[src/fqsu_pkg.sv]
// Shared types and constants of the FIFO queue with search and update.
// Holds request codes, status codes, sequencer states and default sizes.
// No dependencies.
package fqsu_pkg;

	localparam int QUEUE_DEPTH_DEF = 16;
	localparam int WORD_W          = 32;
	localparam int REQ_W           = 3;
	localparam int STATUS_W        = 2;

	typedef enum logic [REQ_W-1:0] {
		REQ_ENQ    = 3'd0,
		REQ_DEQ    = 3'd1,
		REQ_SEARCH = 3'd2,
		REQ_UPDATE = 3'd3,
		REQ_REV    = 3'd4,
		REQ_READ   = 3'd5
	} req_t;

	typedef enum logic [STATUS_W-1:0] {
		ST_OK       = 2'd0,
		ST_EMPTY    = 2'd1,
		ST_FULL     = 2'd2,
		ST_NOTFOUND = 2'd3
	} status_t;

	typedef enum logic {
		SQ_IDLE = 1'b0,
		SQ_WALK = 1'b1
	} seq_state_t;

endpackage

[src/fqsu_mem.sv]
// Entry store of the queue: one write port, one read port with registered data.
// Depends on fqsu_pkg for the word width.
module fqsu_mem #(
	parameter int QUEUE_DEPTH = fqsu_pkg::QUEUE_DEPTH_DEF,
	parameter int IW          = $clog2(QUEUE_DEPTH)
) (
	input  logic                            clk,
	input  logic                            we,
	input  logic [IW-1:0]                   waddr,
	input  logic [fqsu_pkg::WORD_W-1:0]     wdata,
	input  logic                            re,
	input  logic [IW-1:0]                   raddr,
	output logic [fqsu_pkg::WORD_W-1:0]     rdata
);

	logic [fqsu_pkg::WORD_W-1:0] mem_q [QUEUE_DEPTH];

	always_ff @(posedge clk) begin
		if (we) begin
			mem_q[waddr] <= wdata;
		end
	end

	always_ff @(posedge clk) begin
		if (re) begin
			rdata <= mem_q[raddr];
		end
	end

endmodule

[src/fqsu_slot.sv]
// Shared address unit: maps a logical position (0 = front) to its physical slot.
// Depends on fqsu_pkg only through the parameter defaults.
module fqsu_slot #(
	parameter int QUEUE_DEPTH = fqsu_pkg::QUEUE_DEPTH_DEF,
	parameter int IW          = $clog2(QUEUE_DEPTH),
	parameter int CW          = $clog2(QUEUE_DEPTH + 1)
) (
	input  logic [IW-1:0] front,
	input  logic [CW-1:0] count,
	input  logic          reversed,
	input  logic [CW-1:0] pos,
	output logic [IW-1:0] slot
);

	logic [CW-1:0] off;
	logic [IW:0]   sum;

	always_comb begin
		// reversed order walks down from the highest live slot
		off = reversed ? (count - CW'(1) - pos) : pos;
		sum = {1'b0, front} + (IW+1)'(off);
		if (sum >= (IW+1)'(QUEUE_DEPTH)) begin
			sum = sum - (IW+1)'(QUEUE_DEPTH);
		end
		slot = sum[IW-1:0];
	end

endmodule

[src/fifo_queue_with_search_update.sv]
// Top level of the bounded FIFO queue with search, update, reverse and read-out.
// Uses fqsu_pkg, fqsu_slot (address unit) and fqsu_mem (entry store).
//
// A request is taken at a clock edge where start is high and busy is low. Every
// request gives at least one result, shown for one cycle with result_valid high,
// the final one marked by last; the receiver cannot stall, so results must be
// taken as they come. Enqueue, reverse, unused codes and any request that meets
// an empty queue finish at once: the result shows in the next cycle and
// busy never rises, so such requests can follow each other every cycle.
// Dequeue, search, update and read-all walk the store through one address unit
// and one read port, one entry per cycle with registered read data: dequeue
// reads only the front entry, read-all reads every live entry, and search or
// update stop at the first match, reading every live entry when nothing
// matches. occupancy always shows the entry count after the latest request.
// The store is not cleared at reset; only live entries are ever read.
module fifo_queue_with_search_update #(
	parameter int QUEUE_DEPTH = fqsu_pkg::QUEUE_DEPTH_DEF,
	localparam int IW         = $clog2(QUEUE_DEPTH),
	localparam int CW         = $clog2(QUEUE_DEPTH + 1)
) (
	input  logic                                clk,
	input  logic                                arst_n,
	input  logic                                start,
	output logic                                busy,
	input  logic [fqsu_pkg::REQ_W-1:0]          req_type,
	input  logic signed [fqsu_pkg::WORD_W-1:0]  value,
	input  logic signed [fqsu_pkg::WORD_W-1:0]  new_value,
	output logic                                result_valid,
	output logic [fqsu_pkg::STATUS_W-1:0]       status,
	output logic signed [fqsu_pkg::WORD_W-1:0]  data,
	output logic [CW-1:0]                       occupancy,
	output logic                                last
);

	// sequencer and queue bookkeeping
	fqsu_pkg::seq_state_t state_q, state_d;
	logic [IW-1:0]        front_q;
	logic [CW-1:0]        count_q;
	logic                 rev_q;

	// request held while walking
	fqsu_pkg::req_t               req_q;
	logic [fqsu_pkg::WORD_W-1:0]  value_q;
	logic [fqsu_pkg::WORD_W-1:0]  nval_q;

	// walk position and read stage
	logic [CW-1:0]               pos_q;
	logic                        rd_vld_s1;
	logic [CW-1:0]               rd_pos_s1;
	logic [IW-1:0]               rd_slot_s1;
	logic [fqsu_pkg::WORD_W-1:0] rdata;

	// result registers
	logic                          res_vld_q;
	logic [fqsu_pkg::STATUS_W-1:0] res_status_q;
	logic [fqsu_pkg::WORD_W-1:0]   res_data_q;
	logic                          res_last_q;

	// decoded actions
	logic                        accept;
	logic                        is_empty;
	logic                        is_full;
	logic                        emit;
	fqsu_pkg::status_t           emit_status;
	logic [fqsu_pkg::WORD_W-1:0] emit_data;
	logic                        emit_last;
	logic                        go_walk;
	logic                        enq_do;
	logic                        deq_do;
	logic                        rev_flip;
	logic                        upd_write;
	logic                        finish;
	logic                        issue;
	logic                        match;
	logic                        at_last;
	logic [CW-1:0]               lim;
	logic [CW-1:0]               slot_pos;
	logic [IW-1:0]               slot;
	logic [IW-1:0]               front_dec;
	logic [IW-1:0]               front_inc;
	logic                        mem_we;
	logic [IW-1:0]               mem_waddr;
	logic [fqsu_pkg::WORD_W-1:0] mem_wdata;

	assign busy     = (state_q != fqsu_pkg::SQ_IDLE);
	assign accept   = start && !busy;
	assign is_empty = (count_q == '0);
	assign is_full  = (count_q == CW'(QUEUE_DEPTH));

	// the address unit serves the enqueue slot when idle and the walk otherwise
	assign slot_pos = (state_q == fqsu_pkg::SQ_WALK) ? pos_q : count_q;

	fqsu_slot #(
		.QUEUE_DEPTH (QUEUE_DEPTH),
		.IW          (IW),
		.CW          (CW)
	) u_slot (
		.front    (front_q),
		.count    (count_q),
		.reversed (rev_q),
		.pos      (slot_pos),
		.slot     (slot)
	);

	assign front_dec = (front_q == '0) ? IW'(QUEUE_DEPTH - 1) : (front_q - IW'(1));
	assign front_inc = (front_q == IW'(QUEUE_DEPTH - 1)) ? '0 : (front_q + IW'(1));

	// compare the entry that just came back from the store
	assign match   = (rdata == value_q);
	assign at_last = ((rd_pos_s1 + CW'(1)) == count_q);

	// dequeue reads only the front entry; the others may walk every live entry
	assign lim    = (req_q == fqsu_pkg::REQ_DEQ) ? CW'(1) : count_q;
	assign finish = (state_q == fqsu_pkg::SQ_WALK) && emit && emit_last;
	assign issue  = (state_q == fqsu_pkg::SQ_WALK) && (pos_q < lim) && !finish;

	// next state
	always_comb begin
		state_d = state_q;
		unique case (state_q)
			fqsu_pkg::SQ_IDLE: begin
				if (accept && go_walk) begin
					state_d = fqsu_pkg::SQ_WALK;
				end
			end
			fqsu_pkg::SQ_WALK: begin
				if (finish) begin
					state_d = fqsu_pkg::SQ_IDLE;
				end
			end
			default: begin
				state_d = fqsu_pkg::SQ_IDLE;
			end
		endcase
	end

	// actions and result contents
	always_comb begin
		emit        = 1'b0;
		emit_status = fqsu_pkg::ST_OK;
		emit_data   = '0;
		emit_last   = 1'b1;
		go_walk     = 1'b0;
		enq_do      = 1'b0;
		deq_do      = 1'b0;
		rev_flip    = 1'b0;
		upd_write   = 1'b0;
		unique case (state_q)
			fqsu_pkg::SQ_IDLE: begin
				if (accept) begin
					emit = 1'b1;
					unique case (req_type)
						fqsu_pkg::REQ_ENQ: begin
							if (is_full) begin
								emit_status = fqsu_pkg::ST_FULL;
							end else begin
								enq_do = 1'b1;
							end
						end
						fqsu_pkg::REQ_DEQ, fqsu_pkg::REQ_UPDATE, fqsu_pkg::REQ_READ: begin
							if (is_empty) begin
								emit_status = fqsu_pkg::ST_EMPTY;
							end else begin
								emit    = 1'b0;
								go_walk = 1'b1;
							end
						end
						fqsu_pkg::REQ_SEARCH: begin
							if (is_empty) begin
								emit_status = fqsu_pkg::ST_NOTFOUND;
							end else begin
								emit    = 1'b0;
								go_walk = 1'b1;
							end
						end
						fqsu_pkg::REQ_REV: begin
							if (is_empty) begin
								emit_status = fqsu_pkg::ST_EMPTY;
							end else begin
								rev_flip = 1'b1;
							end
						end
						default: begin
							// unused codes: report ok and leave the queue alone
						end
					endcase
				end
			end
			fqsu_pkg::SQ_WALK: begin
				if (rd_vld_s1) begin
					unique case (req_q)
						fqsu_pkg::REQ_DEQ: begin
							emit      = 1'b1;
							emit_data = rdata;
							deq_do    = 1'b1;
						end
						fqsu_pkg::REQ_SEARCH, fqsu_pkg::REQ_UPDATE: begin
							if (match) begin
								emit      = 1'b1;
								upd_write = (req_q == fqsu_pkg::REQ_UPDATE);
							end else if (at_last) begin
								emit        = 1'b1;
								emit_status = fqsu_pkg::ST_NOTFOUND;
							end
						end
						fqsu_pkg::REQ_READ: begin
							emit      = 1'b1;
							emit_data = rdata;
							emit_last = at_last;
						end
						default: begin
						end
					endcase
				end
			end
			default: begin
			end
		endcase
	end

	// store write port: enqueue at accept, or the replacement at the end of an update
	assign mem_we    = enq_do || upd_write;
	assign mem_waddr = enq_do ? (rev_q ? front_dec : slot) : rd_slot_s1;
	assign mem_wdata = enq_do ? value : nval_q;

	fqsu_mem #(
		.QUEUE_DEPTH (QUEUE_DEPTH),
		.IW          (IW)
	) u_mem (
		.clk   (clk),
		.we    (mem_we),
		.waddr (mem_waddr),
		.wdata (mem_wdata),
		.re    (issue),
		.raddr (slot),
		.rdata (rdata)
	);

	// control state
	always_ff @(posedge clk or negedge arst_n) begin
		if (!arst_n) begin
			state_q   <= fqsu_pkg::SQ_IDLE;
			front_q   <= '0;
			count_q   <= '0;
			rev_q     <= 1'b0;
			pos_q     <= '0;
			rd_vld_s1 <= 1'b0;
			res_vld_q <= 1'b0;
		end else begin
			state_q   <= state_d;
			rd_vld_s1 <= issue;
			res_vld_q <= emit;
			// advance the walk one entry per issued read
			if (go_walk) begin
				pos_q <= '0;
			end else if (issue) begin
				pos_q <= pos_q + CW'(1);
			end
			// reversed order grows the rear downward through the slots
			if (enq_do) begin
				count_q <= count_q + CW'(1);
				if (rev_q) begin
					front_q <= front_dec;
				end
			end
			// reversed order drops the top slot and keeps front_q where it is
			if (deq_do) begin
				count_q <= count_q - CW'(1);
				if (!rev_q) begin
					front_q <= front_inc;
				end
			end
			if (rev_flip) begin
				rev_q <= !rev_q;
			end
		end
	end

	// payload: request fields, read stage and result contents
	always_ff @(posedge clk) begin
		if (accept) begin
			req_q   <= fqsu_pkg::req_t'(req_type);
			value_q <= value;
			nval_q  <= new_value;
		end
		if (issue) begin
			rd_pos_s1  <= pos_q;
			rd_slot_s1 <= slot;
		end
		if (emit) begin
			res_status_q <= emit_status;
			res_data_q   <= emit_data;
			res_last_q   <= emit_last;
		end
	end

	assign result_valid = res_vld_q;
	assign status       = res_status_q;
	assign data         = res_data_q;
	assign last         = res_last_q;
	// the count only moves on the edge that registers the final result
	assign occupancy    = count_q;

endmodule

[config.mk]
export PLATFORM = sky130hd
export DESIGN_NAME = fifo_queue_with_search_update
export DESIGN_NICKNAME = d
export VERILOG_FILES = /design/src/fqsu_pkg.sv /design/src/fqsu_mem.sv /design/src/fqsu_slot.sv /design/src/fifo_queue_with_search_update.sv
export SDC_FILE = /design/constraint.sdc
export NUM_CORES = 1
export LEC_CHECK = 0
export BUFFER_PORTS_ARGS = -buffer_cell sky130_fd_sc_hd__buf_4
export CAP_MARGIN = 20
export CORE_MARGIN = 2
export CORE_UTILIZATION = 28
export CTS_CLUSTER_DIAMETER = 200
export CTS_CLUSTER_SIZE = 20
export DETAILED_ROUTE_END_ITERATION = 16
export MAX_ROUTING_LAYER = met4
export RECOVER_POWER = 50
export SETUP_SLACK_MARGIN = 0.15
export SKIP_CTS_REPAIR_TIMING = 1
export SYNTH_ARGS = -nofsm -noshare
export SYNTH_HDL_FRONTEND = slang
export SYNTH_SLANG_ARGS = --single-unit
[constraint.sdc]
create_clock -name clk -period 7.03 [get_ports clk]
set_input_delay 0.703 -clock clk [delete_from_list [all_inputs] [get_ports clk]]
set_output_delay 0.703 -clock clk [all_outputs]
set_load 0.02 [all_outputs]
==> results of run 1 <==
registers in the layout, indices dropped and copies added (netlist names):
| name | flops |
|---|---|
| status | 2 |
| value_q | 32 |
| u_mem.mem_q | 512 |
| req_q | 3 |
| u_mem.rdata | 32 |
| rd_pos_s1 | 5 |
| data | 32 |
| result_valid | 1 |
| rd_vld_s1 | 1 |
| last | 1 |
| rev_q | 1 |
| pos_q | 5 |
| nval_q | 32 |
| rd_slot_s1 | 4 |
| occupancy | 5 |
| busy | 1 |
| front_q | 4 |
metal layers:
layer | track usage (%) | part of all wire [%]
met1 | 18.5 | 45
met2 | 19.5 | 46
met3 | 2.47 | 6.9
met4 | 2.85 | 1.7
met5 | - | 0
cell usage in the layout, fill, tap and decap left out, types with 2 or more instances in the layout:
master / netlist / routed
mux2_2: 33 / 3
nand3_1: 4 / 4
nand2b_1: 5 / 5
ha_1: 18 / 18
nor2b_1: 4 / 3
clkbuf_4: 0 / 35
and2_0: 0 / 28
nor3b_1: 4 / 2
inv_6: 0 / 2
edfxtp_1: 655 / 655
a211oi_1: 2 / 3
nor3_2: 0 / 4
and2_1: 32 / 4
diode_2: 0 / 2
o21a_1: 2 / 2
nor2_1: 22 / 14
o21ai_0: 14 / 15
mux4_2: 160 / 160
clkbuf_16: 0 / 39
o31ai_1: 4 / 4
xor2_4: 0 / 2
xnor2_1: 12 / 12
a21o_1: 3 / 3
mux2i_1: 10 / 10
inv_1: 19 / 18
nor3b_2: 0 / 2
buf_4: 0 / 31
nand4_1: 6 / 6
xor2_1: 39 / 37
a21oi_1: 16 / 16
mux2_1: 0 / 30
dfrtp_1: 18 / 18
or2_2: 2 / 2
nor2_4: 0 / 8
clkbuf_1: 35 / 89
nor3_1: 8 / 4
nor4_1: 10 / 10
o211ai_1: 2 / 2
nand2_1: 27 / 27
area by class of cell:
cell class / count / area [sq um]
diodes: 2 / 5.00
fillers: 8957 / 63600
clock inverters: 4 / 63.8
clock buffers: 50 / 1020
repair buffers: 147 / 823
inverters: 19 / 72.6
multi-input cells: 466 / 6110
well taps: 1254 / 1570
flip-flops and latches: 673 / 20100
path summary, 6_finish.rpt:
kind                               start                  to  slack (ns)  cells past startpoint
setup reg to reg                    busy  u_mem.mem_q[15][0]        1.59                     10
hold / removal             new_value[12]          nval_q[12]        0.29                      1
max in group asynchronous         arst_n            pos_q[0]        5.58                      2
min in group asynchronous         arst_n            pos_q[4]        0.81                      2
setup / recovery                    busy  u_mem.mem_q[15][0]        1.59                     10
hold reg to reg                 pos_q[4]            pos_q[4]        0.52                      1
cell usage after synthesis, types with 12 or more instances:
master | count | area, sq um
edfxtp_1 | 655 | 19700
mux4_2 | 160 | 3600
xor2_1 | 39 | 342
clkbuf_1 | 35 | 131
mux2_2 | 33 | 372
and2_1 | 32 | 200
nand2_1 | 27 | 101
nor2_1 | 22 | 82.6
inv_1 | 19 | 71.3
dfrtp_1 | 18 | 450
ha_1 | 18 | 225
a21oi_1 | 16 | 80.1
o21ai_0 | 14 | 70.1
xnor2_1 | 12 | 105
through the flow:
| stage | util (%) | area (sq um) |
|---|---|---|
| 3_3_place_gp | 31.1 | 29000 |
| 3_5_place_dp | 31.1 | 29000 |
| 6_report | 31.9 | 29800 |
| 2_1_floorplan | - | 26400 |
| 4_1_cts | 32.2 | 30100 |
| 5_1_grt | 31.9 | 29800 |
cells by family (layout without fill, tap and decap cells):
kind of cell	Yosys count	in the layout	share of synthesized area, %
flip-flops	673	673	76.3
multiplexers	203	203	15.4
AND/OR/NAND/NOR	133	133	2.80
buffers and inverters	71	220	1.14
AO/OA/AOI/OAI	57	57	1.54
XOR/XNOR	53	53	1.82
adder cells (fa/ha/maj)	20	20	1.01
other	0	2	0
critical path: stages (launching register included):
cell and delay [ns]:
dfrtp_1 0.61, inv_1 0.12, nand2_1 0.18, clkinvlp_2 1.07
nand2_1 0.35, a211oi_1 0.12, buf_4 0.36, a21oi_1 0.72
nand2_1 0.44, nor2_4 0.68, buf_4 0.41
==> flow_summary.yaml, run 1 <==
clocking:
  cts_buffers: 39
  root_buffer: "clkbuf_16"
  clk_pin_slew_ns: 0.09
  clkLatencyLatePin_ns: 0.61
  cts_buffer_depth: 3
  h-tree-depth: 2
  cts.sinks: 673
  cts_tree: "done"
final_layout:
  syn2layout_area_growth_pct: 12.9
  drive_above_1_share_pct: 22.7
  fin_nets: 1436
  final_cells: 2615
outcome:
  violations: "max-capacitance violations, max-slew violations"
  status: "finished with violations"
timing:
  rsz0062_at_grt: "false"
  fin_crit_sh_pct: 77.4
  holdWs_ns: 0.286
  hold_viol: 0
  slew_violations: 116
  fin_skew_ns: 0.0364
  setup_slack_ns: 1.59
  fmax_mhz: 184
  fin_crit_ns: 5.44
  fin_tns_setup_ns: 0
  worstMarginPinSlew_ns: 3.29
  max_slew_margin_pct: -120
  finalSetupViolCount: 0
yosys:
  ys_ff_latch: 673
  yosysWarnings: 0
  synthFlopType: "edfxtp_1"
  synthCells: 1210
  ys_seq_area_share_pct: 76.3
  synthArstFlopShare_pct: 2.67
  synth_area_sq_mm: 0.0264
  ys_types: 56
  synth-edff-count: 655
  synth_nets: 1300
  syn_area_per_cell_sq_um: 21.8
drt:
  antenna_left: 0
  wl_per_cell_um: 23.5
  vias: 12400
  vias_per_cell: 4.74
  totalWireLength_mm: 61.4
  drt_iter0_drc: 1221
  drc: 0
  first_pass_iters: 5
critical_path:
  critical_path.endpoint_type: "flop"
  crit_path_start_kind: "flop"
  path_max_fanout: 37
  arrival_ns: 5.71
  cp.required_ns: 7.30
  worst-setup-path-type: "reg -> reg"
floorplan:
  rows: 112
  die-area_sq_mm: 0.0967
  io_pins: 112
  die_width_um: 311
  initial_core_util_pct: 28.3
  die_h_um: 311
  core_area_sq_mm: 0.0933
grt:
  grtUsageTotal_pct: 13.0
  grt_max_degree: 96
  grt-ovfl-total: 0
  grt_pass1_vias: 12900
  antenna_found_initial: 2
  grt_pass1_wl_mm: 90.4
flow_run:
  max-cap-violations: 3
hold_path:
  hp-class: "in -> reg"
placement:
  gp_congestion: 0.792
  io_buffers: 111
  pre_cts_ws_ns: 1.70
  dp_hpwl_mm: 37.7
  dp.cells: 2557
Power of run 1 is not shown: default switching activity piles up to over one toggle a cycle in this logic, so the estimate is an artifact.
==> run 2, diff against run 1 <==
- clock period: 7.03 -> 4.9 ns (I/O delays scaled with it)
==> run 2 against run 1 <==
- the run still ends with max-capacitance violations, max-slew violations left
- cell count is 0.65% higher
- final area rose by 1.2%
- fmax up 22%
- non-clock buffer count grew 18
- global-route usage grew 0.26 points
- clock-buffer cell count grew 1
- first-iteration DRC count shrank 4.7%
- critical path type unchanged
==> flow_summary.yaml, run 2 (synthesis gave the netlist of run 1 again) <==
grt:
  grtUsageTotal_pct: 13.3
  grt_pass1_wl_mm: 91.8
  grt_max_degree: 62
  grt-ovfl-total: 0
  antenna_found_initial: 2
  grt_pass1_vias: 13100
flow_run:
  max-cap-violations: 3
timing:
  fin_crit_ns: 4.44
  fin_crit_sh_pct: 90.7
  rsz0062_at_grt: "false"
  slew_violations: 106
  hold_viol: 0
  worstMarginPinSlew_ns: 2.64
  fmax_mhz: 225
  finalSetupViolCount: 0
  holdWs_ns: 0.0838
  max_slew_margin_pct: -76.1
  fin_skew_ns: 0.0252
  setup_slack_ns: 0.456
final_layout:
  syn2layout_area_growth_pct: 14.2
  utilization_pct: 32.3
  final_cells: 2632
  fillers: 8944
  top_register: "u_mem.mem_q"
  fin_nets: 1454
  layout_common_cells: "edfxtp_1, mux4_2, clkbuf_1"
  final_common_cell: "edfxtp_1"
  n_antenna_cell: 0
  largest_reg_flops: 512
  drive_above_1_share_pct: 25.5
placement:
  dp.cells: 2576
  io_buffers: 111
  pre_cts_ws_ns: 0.406
  dp_hpwl_mm: 37.7
  gp_congestion: 0.806
critical_path:
  crit_start: "occupancy[2]"
  r2r-start: "occupancy[2]"
  path_max_fanout: 36
  crit_path_start_kind: "flop"
  cp.required_ns: 5.19
  worst-setup-path-type: "reg -> reg"
  critical_path.endpoint_type: "flop"
  arrival_ns: 4.73
drt:
  antenna_left: 0
  totalWireLength_mm: 62.8
  wl_per_cell_um: 23.9
  drt_iter0_drc: 1164
  first_pass_iters: 5
  vias: 12500
  vias_per_cell: 4.75
  drc: 0
hold_path:
  hp-class: "in -> reg"
  min_from: "new_value[12]"
clocking:
  cts_buffers: 39
  clkLatencyLatePin_ns: 0.60
  cts_buffer_depth: 3
  root_buffer: "clkbuf_16"
  cts_tree: "done"
  clk_pin_slew_ns: 0.09
  h-tree-depth: 2
  cts.sinks: 673
floorplan:
  die_h_um: 311
  die_width_um: 311
  io_pins: 112
  core_area_sq_mm: 0.0933
  die-area_sq_mm: 0.0967
  rows: 112
  initial_core_util_pct: 28.3
outcome:
  status: "finished with violations"
  violations: "max-capacitance violations, max-slew violations"
==> run 2: cell types whose count changed in the layout (fill, tap and decap cells not counted), moves of 2 or more <==
cell	delta
nor3_2	-4
mux2_2	+15
nor3b_4	+2
mux2_1	-15
buf_4	+5
nor3b_2	-2
clkbuf_1	-6
diode_2	-2
clkbuf_2	+2
buf_12	+10
clkbuf_4	+8
nor3_4	+4
==> run 2: per-layer routing <==
layer | share of wire (%) | GRT usage [%] | vias to the layer above | wire length, um
met4 | 2.1 | 3.45 | 0 | 1340
met5 | 0 | - | - | 0
li1 | - | - | 5247 | -
met1 | 44 | 17.9 | 6763 | 27400
met3 | 6.2 | 2.46 | 64 | 3870
met2 | 48 | 20.8 | 419 | 30200
==> run 2: layout make-up <==
class / count / area, sq um / share of cell area [%]
well taps: 1254 / 1570 / 5.21
repair buffers: 165 / 1110 / 3.69
flip-flops and latches: 673 / 20100 / 66.8
multi-input cells: 466 / 6170 / 20.5
clock inverters: 4 / 63.8 / 0.212
inverters: 19 / 75.1 / 0.249
clock buffers: 51 / 1020 / 3.39
==> run 2: worst max-delay path: stages (launching register included) <==
cell	delay, ns
dfrtp_1	0.40
clkbuf_1	0.39
nor3b_1	0.21
a211oi_2	0.73
clkbuf_1	1.75
mux2_2	0.61
==> run 2: worst paths after layout <==
kind	cells after the start	slack, ns	endpoint
setup / recovery	5	0.46	u_mem.mem_q[2][21]
hold / removal	1	0.08	nval_q[12]
setup reg to reg	5	0.46	u_mem.mem_q[2][21]
hold reg to reg	1	0.52	pos_q[4]
max in group asynchronous	2	3.52	occupancy[0]
min in group asynchronous	2	0.63	result_valid
==> run 2: metrics by stage <==
stage | setup TNS, ns | instance area [sq um]
after floorplan | -36.04 | 26400
after global placement | 0 | 29300
final | 0 | 30100
after detailed placement | 0 | 29300
after CTS | 0 | 30400
after global routing | 0 | 30100
Power of run 2 is left out for the same reason.
==> run 3, diff against run 2 <==
- CORE_UTILIZATION: 28 -> 55
- PLACE_DENSITY: default -> 0.75
==> run 3 against run 2 <==
- the run still ends with max-capacitance violations, max-slew violations left
- first-iteration DRC count up 24%
- final area shrank 2.9%
- clock-buffer cell count down 6
==> flow_summary.yaml, run 3 (synthesis gave the netlist of run 1 again) <==
grt:
  grtUsageTotal_pct: 23.8
  grt.busiest_layer: "met2"
  antenna_found_initial: 0
  grt_max_degree: 83
  grtUsageMet2_pct: 37.4
  met1_usage_pct: 33.6
  grt-ovfl-total: 0
  use_met3_pct: 3.17
  grt_pass1_vias: 12500
  grt_pass1_wl_mm: 83.1
timing:
  setup_slack_ns: 0.306
  fin_crit_ns: 4.59
  hold_viol: 0
  rsz0062_at_grt: "false"
  finalSetupViolCount: 0
  max_slew_margin_pct: -43.0
  fin_crit_sh_pct: 93.8
  fin_skew_ns: 0.0165
  slew_violations: 70
  fmax_mhz: 218
  worstMarginPinSlew_ns: 2.14
floorplan:
  rows: 80
  die-area_sq_mm: 0.0497
  initial_core_util_pct: 55.5
  die_width_um: 223
  die_h_um: 223
  core_area_sq_mm: 0.0475
  io_pins: 112
drt:
  vias: 12400
  vias_per_cell: 6.27
  first_pass_iters: 5
  drt_iter0_drc: 1444
  wl_per_cell_um: 28.4
  totalWireLength_mm: 56.3
  antenna_left: 0
  drc: 0
final_layout:
  syn2layout_area_growth_pct: 10.9
  final_cells: 1982
  fillers: 3210
  n_antenna_cell: 0
  fin_nets: 1451
  drive_above_1_share_pct: 24.6
  largest_reg_flops: 512
  final_common_cell: "edfxtp_1"
  layout_common_cells: "edfxtp_1, mux4_2, clkbuf_1"
  design_area_sq_mm: 0.0293
  top_register: "u_mem.mem_q"
  utilization_pct: 61.5
placement:
  pre_cts_ws_ns: 0.429
  dp.cells: 1934
  dp_hpwl_mm: 33.6
  dpl_cell_area_sq_mm: 0.0285
  gp_congestion: 0.806
  io_buffers: 111
clocking:
  cts_buffers: 39
  cts_tree: "done"
  root_buffer: "clkbuf_16"
  cts_buffer_depth: 3
  cts.sinks: 673
  clk_pin_slew_ns: 0.09
  h-tree-depth: 2
  clkLatencyLatePin_ns: 0.57
critical_path:
  r2r_cells: 11
  arrival_ns: 4.91
  worst-setup-path-type: "reg -> reg"
  path_max_fanout: 82
  cp.required_ns: 5.21
  critical_path.endpoint_type: "flop"
  crit_path_start_kind: "flop"
outcome:
  violations: "max-capacitance violations, max-slew violations"
  status: "finished with violations"
hold_path:
  hp-class: "in -> reg"
  worstHoldPathCells: 1
flow_run:
  max-cap-violations: 1
## run 3: path summary, 6_finish.rpt
check	start	end	slack, ns
max in group asynchronous	arst_n	pos_q[0]	3.56
worst min register to register	pos_q[4]	pos_q[4]	0.53
worst min-delay path	new_value[12]	nval_q[12]	0.12
worst max register to register	busy	u_mem.rdata[11]	0.31
min in group asynchronous	arst_n	rd_vld_s1	0.66
worst max-delay path	busy	u_mem.rdata[11]	0.31
## run 3: worst max-delay path, stage by stage, from the launching register on
cell and delay [ns]:
dfrtp_1 0.40, clkbuf_1 0.49, nand2_1 0.10, o21ai_0 0.21
fa_1 0.49, nand2_1 0.08, o21a_1 0.15, inv_1 0.06
fa_4 0.94, buf_12 0.42, mux4_2 0.42, mux4_2 0.47
## run 3: through the flow
stage	setup TNS [ns]	hold slack (ns)
6_report	0	0.116
2_1_floorplan	-36.04	0.194
4_1_cts	0	-0.232
5_1_grt	0	0.0924
3_3_place_gp	0	0.382
3_5_place_dp	0	0.388
## run 3: cell type report
type	count	area, sq um	area share, %
inverter	19	75.1	0.257
clock inverter	2	17.5	0.0599
timing repair buffer	162	1110	3.78
sequential	673	20100	68.8
multi-input combinational	466	6180	21.1
clock buffer	45	998	3.41
tap	615	769	2.63
## run 3: metal layers
metal | vias to the layer above | wire length (um)
met2 | 517 | 27600
met5 | - | 0
li1 | 5238 | -
met3 | 79 | 3910
met1 | 6599 | 23500
met4 | 0 | 1280
Power of run 3 is left out for the same reason.
